[src/design/rtc_calibration_encoder_macros.svh]
// Assertion macros shared by the calibration encoder modules.
// Each macro expects signals named clk and rst in the module that uses it.
`ifndef RTC_CALIBRATION_ENCODER_MACROS_SVH
`define RTC_CALIBRATION_ENCODER_MACROS_SVH

// The property must hold in the same cycle as the condition.
`define RCE_ASSERT_NOW(label, cond, prop) \
  label: assert property (@(posedge clk) disable iff (rst) (cond) |-> (prop)) \
    else $error("rtc calibration encoder check failed");

// The property must hold in the cycle after the condition.
`define RCE_ASSERT_NEXT(label, cond, prop) \
  label: assert property (@(posedge clk) disable iff (rst) (cond) |=> (prop)) \
    else $error("rtc calibration encoder check failed");

`endif

[src/design/rtc_cal_pkg.sv]
`default_nettype none

package rtc_cal_pkg;

  localparam int ADJ_W = 17;
  localparam int OSC_W = 2;
  localparam int N_W = 26;
  localparam int Q_W = 16;
  localparam int S_W = 18;
  localparam int M_W = 27;
  localparam int S_DATA_W = 24;
  localparam int S_USER_W = 2;
  localparam int M_DATA_W = 24;

  localparam int SCALE_MUL = 1000;
  localparam int SCALE_RND = 953;
  localparam int SCALE_DIV = 1907;

  // Reciprocal of the divisor, exact for every dividend below 2**N_W.
  localparam int RECIP_SH = 37;
  localparam logic [M_W-1:0] RECIP_MUL =
    M_W'(((64'd1 << RECIP_SH) + 64'(SCALE_DIV) - 64'd1) / 64'(SCALE_DIV));

  // Adjustment limits; both bounds are excluded from the legal range.
  localparam int XT_ADJ_LO = -610;
  localparam int XT_ADJ_HI = 242;
  localparam int RC_ADJ_LO = -65536;
  localparam int RC_ADJ_HI = 65520;

  localparam logic [OSC_W-1:0] OSC_XT = 2'd0;
  localparam logic [OSC_W-1:0] OSC_RC = 2'd1;

  typedef enum logic [1:0] {
    ST_OK      = 2'd0,
    ST_BAD_OSC = 2'd1,
    ST_RANGE   = 2'd2
  } status_t;

  typedef struct packed {
    logic             valid;
    logic [OSC_W-1:0] osc;
    logic             neg;
    status_t          status;
  } tag_t;

endpackage

`default_nettype wire

[src/design/rtc_cal_divider.sv]
`default_nettype none
`include "rtc_calibration_encoder_macros.svh"

module rtc_cal_divider (
  input  wire logic                    clk,
  input  wire logic                    rst,
  input  wire logic                    en,
  input  wire rtc_cal_pkg::tag_t       tag,
  input  wire logic [rtc_cal_pkg::N_W-1:0] n,
  output rtc_cal_pkg::tag_t            res_tag,
  output logic [rtc_cal_pkg::Q_W-1:0]  q
);
  import rtc_cal_pkg::*;

  logic [N_W+M_W-1:0] prod;
  logic [Q_W-1:0]     q_next;

  // The quotient is the high part of the product with the scaled reciprocal.
  assign prod   = {{M_W{1'b0}}, n} * {{N_W{1'b0}}, RECIP_MUL};
  assign q_next = prod[RECIP_SH +: Q_W];

  always_ff @(posedge clk) begin
    if (rst) begin
      res_tag.valid <= 1'b0;
    end else if (en) begin
      res_tag <= tag;
    end
  end

  always_ff @(posedge clk) begin
    if (en) begin
      q <= q_next;
    end
  end

  `RCE_ASSERT_NEXT(div_exact, en && tag.valid, (32'(q) * 32'(SCALE_DIV) <= 32'($past(n))) && (32'($past(n)) - 32'(q) * 32'(SCALE_DIV) < 32'(SCALE_DIV)))
  `RCE_ASSERT_NEXT(div_hold, !en && res_tag.valid, $stable(res_tag) && $stable(q))
  `RCE_ASSERT_NOW(div_xt_span, res_tag.valid && res_tag.status == ST_OK && res_tag.osc == OSC_XT, q <= 16'd319)

endmodule

`default_nettype wire

[src/design/rtc_calibration_encoder.sv]
// Channel  Direction  Fields
// s        in         tuser: osc_select; tdata: ppm_adjust
// m        out        tdata: cal_high, cal_low, xt_range, status
//
// One item enters per cycle unless m holds an untaken item; its result is registered through each stage in order.
// The stages are input register, scaled magnitude, reciprocal multiply and output.
// The reciprocal multiply sets the clock rate of the path.
// All stages advance together; s_tready is low only while m holds an untaken item.
// Reset clears the valid bits of every stage and of the output.
`default_nettype none
`include "rtc_calibration_encoder_macros.svh"

module rtc_calibration_encoder (
  input  wire logic                              clk,
  input  wire logic                              rst,
  input  wire logic                              s_tvalid,
  output logic                                   s_tready,
  // ppm_adjust [16:0], zeros above
  input  wire logic [rtc_cal_pkg::S_DATA_W-1:0]  s_tdata,
  // osc_select [1:0]
  input  wire logic [rtc_cal_pkg::S_USER_W-1:0]  s_tuser,
  output logic                                   m_tvalid,
  input  wire logic                              m_tready,
  // cal_high [7:0], cal_low [15:8], xt_range [17:16], status [19:18], zeros above
  output logic [rtc_cal_pkg::M_DATA_W-1:0]       m_tdata
);
  import rtc_cal_pkg::*;

  logic                    en;
  logic                    a_valid;
  logic [OSC_W-1:0]        a_osc;
  logic signed [ADJ_W-1:0] a_adj;

  tag_t             b_tag;
  tag_t             b_tag_next;
  logic [N_W-1:0]   b_n;
  logic [N_W-1:0]   b_n_next;
  logic [ADJ_W-1:0] mag;

  tag_t           res_tag;
  logic [Q_W-1:0] q;

  logic signed [S_W-1:0] q_s;
  logic signed [S_W-1:0] s;
  logic signed [S_W-1:0] p64;
  logic signed [S_W-1:0] p128;
  logic signed [S_W-1:0] p192;
  logic [1:0]            sh;
  logic [7:0]            mark;
  logic [7:0]            mask;

  logic [7:0] cal_high;
  logic [7:0] cal_high_next;
  logic [7:0] cal_low;
  logic [7:0] cal_low_next;
  logic [1:0] xt_range;
  logic [1:0] xt_range_next;
  status_t    status;

  assign en       = !m_tvalid || m_tready;
  assign s_tready = en;

  always_ff @(posedge clk) begin
    if (rst) begin
      a_valid <= 1'b0;
    end else if (en) begin
      a_valid <= s_tvalid;
    end
  end

  always_ff @(posedge clk) begin
    if (en) begin
      a_osc <= s_tuser;
      a_adj <= signed'(s_tdata[ADJ_W-1:0]);
    end
  end

  always_comb begin
    b_tag_next.valid = a_valid;
    b_tag_next.osc   = a_osc;
    b_tag_next.neg   = a_adj[ADJ_W-1];
    if (a_osc != OSC_XT && a_osc != OSC_RC) begin
      b_tag_next.status = ST_BAD_OSC;
    end else if (a_osc == OSC_XT && (a_adj <= XT_ADJ_LO || a_adj >= XT_ADJ_HI)) begin
      b_tag_next.status = ST_RANGE;
    end else if (a_osc == OSC_RC && (a_adj <= RC_ADJ_LO || a_adj >= RC_ADJ_HI)) begin
      b_tag_next.status = ST_RANGE;
    end else begin
      b_tag_next.status = ST_OK;
    end
    mag      = a_adj[ADJ_W-1] ? ADJ_W'(-a_adj) : ADJ_W'(a_adj);
    b_n_next = {{(N_W-ADJ_W){1'b0}}, mag} * N_W'(SCALE_MUL) + N_W'(SCALE_RND);
  end

  always_ff @(posedge clk) begin
    if (rst) begin
      b_tag.valid <= 1'b0;
    end else if (en) begin
      b_tag <= b_tag_next;
    end
  end

  always_ff @(posedge clk) begin
    if (en) begin
      b_n <= b_n_next;
    end
  end

  rtc_cal_divider u_divider (
    .clk     (clk),
    .rst     (rst),
    .en      (en),
    .tag     (b_tag),
    .n       (b_n),
    .res_tag (res_tag),
    .q       (q)
  );

  always_comb begin
    q_s  = signed'({{(S_W-Q_W){1'b0}}, q});
    s    = res_tag.neg ? -q_s : q_s;
    p64  = s + 18'sd64;
    p128 = s + 18'sd128;
    p192 = s + 18'sd192;
    sh   = 2'd0;
    mark = 8'h00;
    mask = 8'hFF;
    cal_high_next = 8'h00;
    cal_low_next  = 8'h00;
    xt_range_next = 2'd0;
    if (res_tag.status != ST_OK) begin
      cal_high_next = 8'h00;
    end else if (res_tag.osc == OSC_XT) begin
      if (s > 18'sd63) begin
        cal_high_next = {2'b10, s[6:1]};
      end else if (s > -18'sd65) begin
        cal_high_next = {1'b0, s[6:0]};
      end else if (s > -18'sd129) begin
        xt_range_next = 2'd1;
        cal_high_next = {1'b0, p64[6:0]};
      end else if (s > -18'sd193) begin
        xt_range_next = 2'd2;
        cal_high_next = {1'b0, p128[6:0]};
      end else if (s > -18'sd257) begin
        xt_range_next = 2'd3;
        cal_high_next = {1'b0, p192[6:0]};
      end else begin
        xt_range_next = 2'd3;
        cal_high_next = p192[8:1];
      end
    end else begin
      if (s > 18'sd32767) begin
        sh = 2'd3;
        mark = 8'hC0;
      end else if (s > 18'sd16383) begin
        sh = 2'd2;
        mark = 8'h80;
      end else if (s > 18'sd8191) begin
        sh = 2'd1;
        mark = 8'h40;
      end else if (s >= 18'sd0) begin
        sh = 2'd0;
      end else if (s > -18'sd8193) begin
        mask = 8'h3F;
      end else if (s > -18'sd16385) begin
        sh = 2'd1;
        mask = 8'h7F;
      end else if (s > -18'sd32769) begin
        sh = 2'd2;
        mask = 8'hBF;
      end else begin
        sh = 2'd3;
      end
      cal_low_next  = 8'(s >>> sh);
      cal_high_next = (8'(s >>> ({2'b00, sh} + 4'd8)) | mark) & mask;
    end
  end

  always_ff @(posedge clk) begin
    if (rst) begin
      m_tvalid <= 1'b0;
    end else if (en) begin
      m_tvalid <= res_tag.valid;
    end
  end

  always_ff @(posedge clk) begin
    if (en) begin
      cal_high <= cal_high_next;
      cal_low  <= cal_low_next;
      xt_range <= xt_range_next;
      status   <= res_tag.status;
    end
  end

  assign m_tdata = {4'b0000, status, xt_range, cal_low, cal_high};

  `RCE_ASSERT_NOW(err_zero, m_tvalid && status != ST_OK, cal_high == 8'h00 && cal_low == 8'h00 && xt_range == 2'd0)
  `RCE_ASSERT_NOW(rc_no_range, m_tvalid && cal_low != 8'h00, xt_range == 2'd0)
  `RCE_ASSERT_NOW(status_code, m_tvalid, status == ST_OK || status == ST_BAD_OSC || status == ST_RANGE)

endmodule

`default_nettype wire
[config.mk]
export PLATFORM = sky130hd
export DESIGN_NAME = rtc_calibration_encoder
export DESIGN_NICKNAME = d
export VERILOG_FILES = /design/src/design/rtc_cal_pkg.sv /design/src/design/rtc_cal_divider.sv /design/src/design/rtc_calibration_encoder.sv
export VERILOG_INCLUDE_DIRS = /design/src /design/src/design
export SDC_FILE = /design/constraint.sdc
export NUM_CORES = 1
export LEC_CHECK = 0
export BUFFER_PORTS_ARGS = -buffer_cell sky130_fd_sc_hd__buf_2
export CAP_MARGIN = 10
export CORE_MARGIN = 2
export CORE_UTILIZATION = 30
export DETAILED_ROUTE_END_ITERATION = 7
export HOLD_SLACK_MARGIN = 0.03
export PLACE_DENSITY = 0.42
export REMOVE_ABC_BUFFERS = 1
export SYNTH_ARGS = -nofsm -noshare
export SYNTH_HDL_FRONTEND = slang
export SYNTH_SLANG_ARGS = --single-unit
[constraint.sdc]
create_clock -name clk -period 9.3 [get_ports clk]
set_input_delay 0 -clock clk [delete_from_list [all_inputs] [get_ports clk]]
set_output_delay 0 -clock clk [all_outputs]
set_load 0.05 [all_outputs]
# Yosys cells after proc, flatten, opt, wreduce, memory -nomap -nowiden

Cells that the tools add are included.

Register bits: 95
Output and inout port bits: 26
Logic and storage cells: 102
Input bits: 30

Bitwise operators: 4
Multiplexer cells: 35
Multipliers: 2
Shifts and indexed selects: 2
Reductions and logical operators: 15
$lt $le $gt $ge: 16
Add/sub/neg operators: 7
Eq/ne operators: 2

Operator list:

| operator               | number |
|---|---|
| $mux 8                 | 18 |
| $mul 26x23->49 const B | 1 |
| $gt 18x15->1 const B   | 2 |
| $gt 18x16->1 const B   | 2 |
| $gt 18x9->1 const B    | 2 |
| $add 26x10->26 const B | 1 |
| $mul 17x7->23 const B  | 1 |
| $mux 2                 | 10 |
| $ge 18x1->1 const B    | 1 |
| $gt 18x10->1 const B   | 1 |
| $gt 18x14->1 const B   | 1 |
| $gt 18x17->1 const B   | 1 |
| $gt 18x7->1 const B    | 1 |
| $gt 18x8->1 const B    | 1 |
| $mux 18                | 1 |
| $neg 16->18            | 1 |
| $sshr 18x2->8          | 1 |
| $sshr 18x4->8          | 1 |
| $ge 17x17->1 const B   | 1 |
| $ge 17x9->1 const B    | 1 |
| $le 17x11->1 const B   | 1 |
| $le 17x17->1 const B   | 1 |
| $mux 17                | 1 |
| $neg 17->17            | 1 |
| other kinds (20)       | 30 |

# Depth between registers and ports, before layout

Depth after elaboration: 17
Mapped depth: 25
Mapped depth without buffers: 24

# Modules after synthesis

From an unflattened synthesis, not the netlist that was laid out.

Cells, all modules: 1,897
Area, all modules: 18,585.3 um2

By module, submodules not included:

| module                  | cells each | sequential area each (um2) | area an instance (um2) | times used |
|---|---|---|---|---|
| rtc_cal_divider         | 1,173      | 650.6                      | 11,492.3               | 1 |
| rtc_calibration_encoder | 724        | 2,072.0                    | 7,093.1                | 1 |

# Worst setup path before layout

Ideal clock, no wire load.

Path type: reg2reg
From: reg a_adj[0]
To: reg b_n[25], data pin
Setup time: 0.268 ns
Buffers on the path: 1
Required time: 9.032 ns
Clock period less this slack: 6.886 ns
Arrival: 6.619 ns
Stages on the path, launching flop included: 26
Slack: 2.414 ns
Cell sequence: edfxtp_1 inv_1 ha_1 nand2_1 or3_1 or3_1 or3_1 and2_1 xor2_1 ha_1 inv_1 fa_1 fa_1 fa_1 inv_1 ha_1 clkbuf_1 a21oi_1 o21ai_0 o22ai_1 a211oi_1 a2111oi_0 a21oi_1 xnor2_1 nor4_1 xnor3_1

Cells in the longest elaborated chain, start to end: 4

RTL lines:

| element                | line                           | RTL |
|---|---|---|
| start, declared        | rtc_calibration_encoder.sv:32  | `logic signed [ADJ_W-1:0] a_adj;` |
| start signal, assigned | rtc_calibration_encoder.sv:74  | `a_adj <= signed'(s_tdata[ADJ_W-1:0]);` |
| $neg 17->17            | rtc_calibration_encoder.sv:91  | `mag = a_adj[ADJ_W-1] ? ADJ_W'(-a_adj) : ADJ_W'(a_adj);` |
| $mux 17 *              | rtc_calibration_encoder.sv:91  |  |
| $mul 17x7->23 *        | rtc_calibration_encoder.sv:92  | `b_n_next = {{(N_W-ADJ_W){1'b0}}, mag} * N_W'(SCALE_MUL) + N_W'(SCALE_RND);` |
| $add 26x10->26 *       | rtc_calibration_encoder.sv:92  |  |
| net b_n_next[25]       | rtc_calibration_encoder.sv:37  | `logic [N_W-1:0] b_n_next;` |
| end signal, assigned   | rtc_calibration_encoder.sv:105 | `b_n <= b_n_next;` |
| end, declared          | rtc_calibration_encoder.sv:36  | `logic [N_W-1:0] b_n;` |

Mark *: on every way through the listed nets, which the timed path passes. The rest lies on a longest branch.
A chain may end at the register's enable or synchronous reset.

# Worst setup path after layout

Same ends and word-level chain as after synthesis.

==> results.json <==
{
  "start_util": 0.305,
  "grtUsageTotal": 0.142,
  "status": "finished clean",
  "die_area_mm2": 0.0581,
  "clk_path_buf_depth": 2,
  "area_growth_pct": 9.56,
  "place.gp.congestion": 0.824,
  "synth_area_leaders": "fa_1 32%, ha_1 19%, edfxtp_1 16%, inv_1 9.4%, xnor2_1 3.1%",
  "critPathKind": "reg -> reg",
  "synth_most_common_cell": "inv_1",
  "vias_per_cell": 4.49,
  "cts_max_level": 3,
  "ys_warn_count": 0,
  "setup_violations": 0,
  "crit_required_ns": 9.41,
  "startpoint": "a_adj[0]",
  "slew_viol_final": 0,
  "final_nets": 2254,
  "fin_skew_ns": 0.0136,
  "port_buffers": 44,
  "cp_max_fo": 11,
  "critPathCaptureType": "flop",
  "ant_nets": 0,
  "synth_top_area_cell": "fa_1",
  "vias": 11001,
  "cap_violations": 0,
  "hold_violations": 0,
  "syn_area_mm2": 0.0169,
  "rows": 86,
  "post_cts_buffers": 0,
  "cts_tree": "done",
  "rsz0062_at_grt": "no",
  "grt_pass1_wl_um": 63600,
  "coreArea_mm2": 0.0553,
  "pin_count": 56,
  "clkSinkCount": 92,
  "path_clk_slew_ns": 0.08,
  "worst_hold_startpoint": "s_tdata[6]",
  "min_path_type": "in -> reg",
  "cts_root_buf": "clkbuf_16",
  "wl_um": 39000,
  "dp.cells": 2410,
  "period_needed_ns": 7.84,
  "synthCells": 1631,
  "first_iter_violations": 419,
  "finalSetupTns_ns": 0,
  "grt_max_degree": 61,
  "worstSkewPairLatency_ns": 0.37,
  "antenna_found_initial": 0,
  "synth_edf_count": 88,
  "die_h_um": 241,
  "wl_per_cell_um": 15.9,
  "yosysSeqAreaShare": 0.161,
  "start_kind": "flop",
  "firstDrtPassIters": 5,
  "crit_arrival_ns": 7.95,
  "final_layout_size_suffix_gt1_frac": 0.0512,
  "r2r_start": "a_adj[0]",
  "ys_top_cells_by_count": "420 x inv_1, 272 x fa_1, 257 x ha_1, 88 x edfxtp_1, 60 x xnor2_1",
  "first_global_vias": 11574,
  "layoutNonFillerInstCount": 2448,
  "cts_resized": 0,
  "max_freq_mhz": 128,
  "yosys.area.top_type_share": 0.323,
  "synth_ff_type": "edfxtp_1",
  "die_w_um": 241,
  "overflow": 0,
  "antenna_cells": 0,
  "hpwl_um": 33600,
  "worstMarginPinSlew_ns": 1.12,
  "hold_buffers": 22,
  "period_share": 0.843,
  "route.detailed.drc": 0,
  "synthArstFlopShare": 0,
  "synth_cell_types": 72,
  "slew_headroom": 0.255,
  "syn_area_per_cell_um2": 10.3,
  "synth-seq-cells": 92,
  "numCtsBuffers": 9
}
[critical path, cell delays in order, from the launching register on]
cell,delay [ns]
edfxtp_1,0.55
inv_1,0.23
ha_1,0.20
nand2_1,0.06
or3_1,0.32
or3_1,0.35
or3_1,0.39
and2_1,0.20
xor2_1,0.44
ha_1,0.33
inv_1,0.08
fa_1,0.41
fa_1,0.49
fa_1,0.51
inv_1,0.04
ha_1,0.42
a21oi_1,0.22
o21ai_0,0.16
o22ai_1,0.20
a211oi_1,0.08
a2111oi_0,0.75
a21oi_1,0.22
xnor2_1,0.23
nor4_1,0.41
xnor3_1,0.29
[logic make-up (layout without fill, tap and decap cells)]
group,Yosys count,count (layout),share of synthesized area
other,1,4,0.000222
buffers and inverters,443,509,0.101
AO/OA/AOI/OAI,211,211,0.0848
XOR/XNOR,89,89,0.0471
adder cells (fa/ha/maj),529,529,0.514
multiplexers,36,36,0.0218
flip-flops,92,92,0.161
AND/OR/NAND/NOR,230,230,0.0697
[registers in the layout, indices dropped and copies added (netlist names)]
| signal | cells |
|---|---|
| status | 2 |
| m_tvalid | 1 |
| b_n | 23 |
| a_adj | 17 |
| b_tag | 6 |
| a_osc | 2 |
| cal_low | 8 |
| cal_high | 8 |
| u_divider.res_tag | 6 |
| xt_range | 2 |
| a_valid | 1 |
| u_divider.q | 16 |
[routing by layer]
| layer | wire length, um | global-route usage | up-vias |
|---|---|---|---|
| li1 | - | - | 5455 |
| met1 | 19600 | 0.207 | 5423 |
| met2 | 18200 | 0.228 | 104 |
| met3 | 712 | 0.0159 | 19 |
| met4 | 425 | 0.0266 | 0 |
| met5 | 0 | 0 | - |
[cells in the final DEF, fill, tap and decap left out, types with 8 or more instances in the layout]
| master | netlist | layout |
|---|---|---|
| or3_1 | 13 | 13 |
| nor4_1 | 11 | 11 |
| xor2_1 | 28 | 28 |
| inv_1 | 420 | 419 |
| nor3_1 | 23 | 23 |
| a21oi_1 | 57 | 57 |
| mux2i_1 | 30 | 30 |
| a211oi_1 | 12 | 12 |
| fa_1 | 272 | 272 |
| nand3_1 | 20 | 20 |
| o21ai_0 | 33 | 33 |
| xnor2_1 | 60 | 60 |
| a21o_1 | 13 | 13 |
| and3_1 | 9 | 9 |
| nand2_1 | 41 | 41 |
| nand2b_1 | 12 | 12 |
| clkbuf_16 | 0 | 9 |
| ha_1 | 257 | 257 |
| edfxtp_1 | 88 | 88 |
| dlygate4sd3_1 | 0 | 22 |
| a31oi_1 | 9 | 9 |
| o31ai_1 | 11 | 11 |
| nor2b_1 | 8 | 8 |
| buf_2 | 3 | 44 |
| nand4_1 | 11 | 11 |
| o22ai_1 | 8 | 8 |
| nor2_1 | 57 | 57 |
| o211ai_1 | 9 | 9 |
[per-stage QoR]
stage	utilization	hold slack (ns)	instance area [um^2]	setup WS, ns
6_report	0.334	0.330	18500	1.46
3_3_place_gp	0.324	0.176	17900	1.50
5_1_grt	0.334	0.315	18500	0.837
2_1_floorplan	-	0.0691	16700	2.49
3_5_place_dp	0.324	0.178	17900	1.41
4_1_cts	0.334	0.299	18500	1.35
[worst paths after layout]
| path | to | slack (ns) | cells after the start |
|---|---|---|---|
| max | b_n[25] | 1.46 | 24 |
| min | a_adj[6] | 0.33 | 2 |
| max reg2reg | b_n[25] | 1.46 | 24 |
| min reg2reg | u_divider.res_tag[2] | 0.42 | 0 |
[cell type report]
class                      instances  area [um^2]
clock buffer                       9          225
clock inverter                     7         80.1
fill                            5784        36800
inverter                         421         1580
multi-input combinational       1099        12400
sequential                        92         2720
tap                              748          936
timing repair buffer              72          485
Power is not shown: default switching activity piles up to over one toggle a cycle in this logic, so the estimate is an artifact.
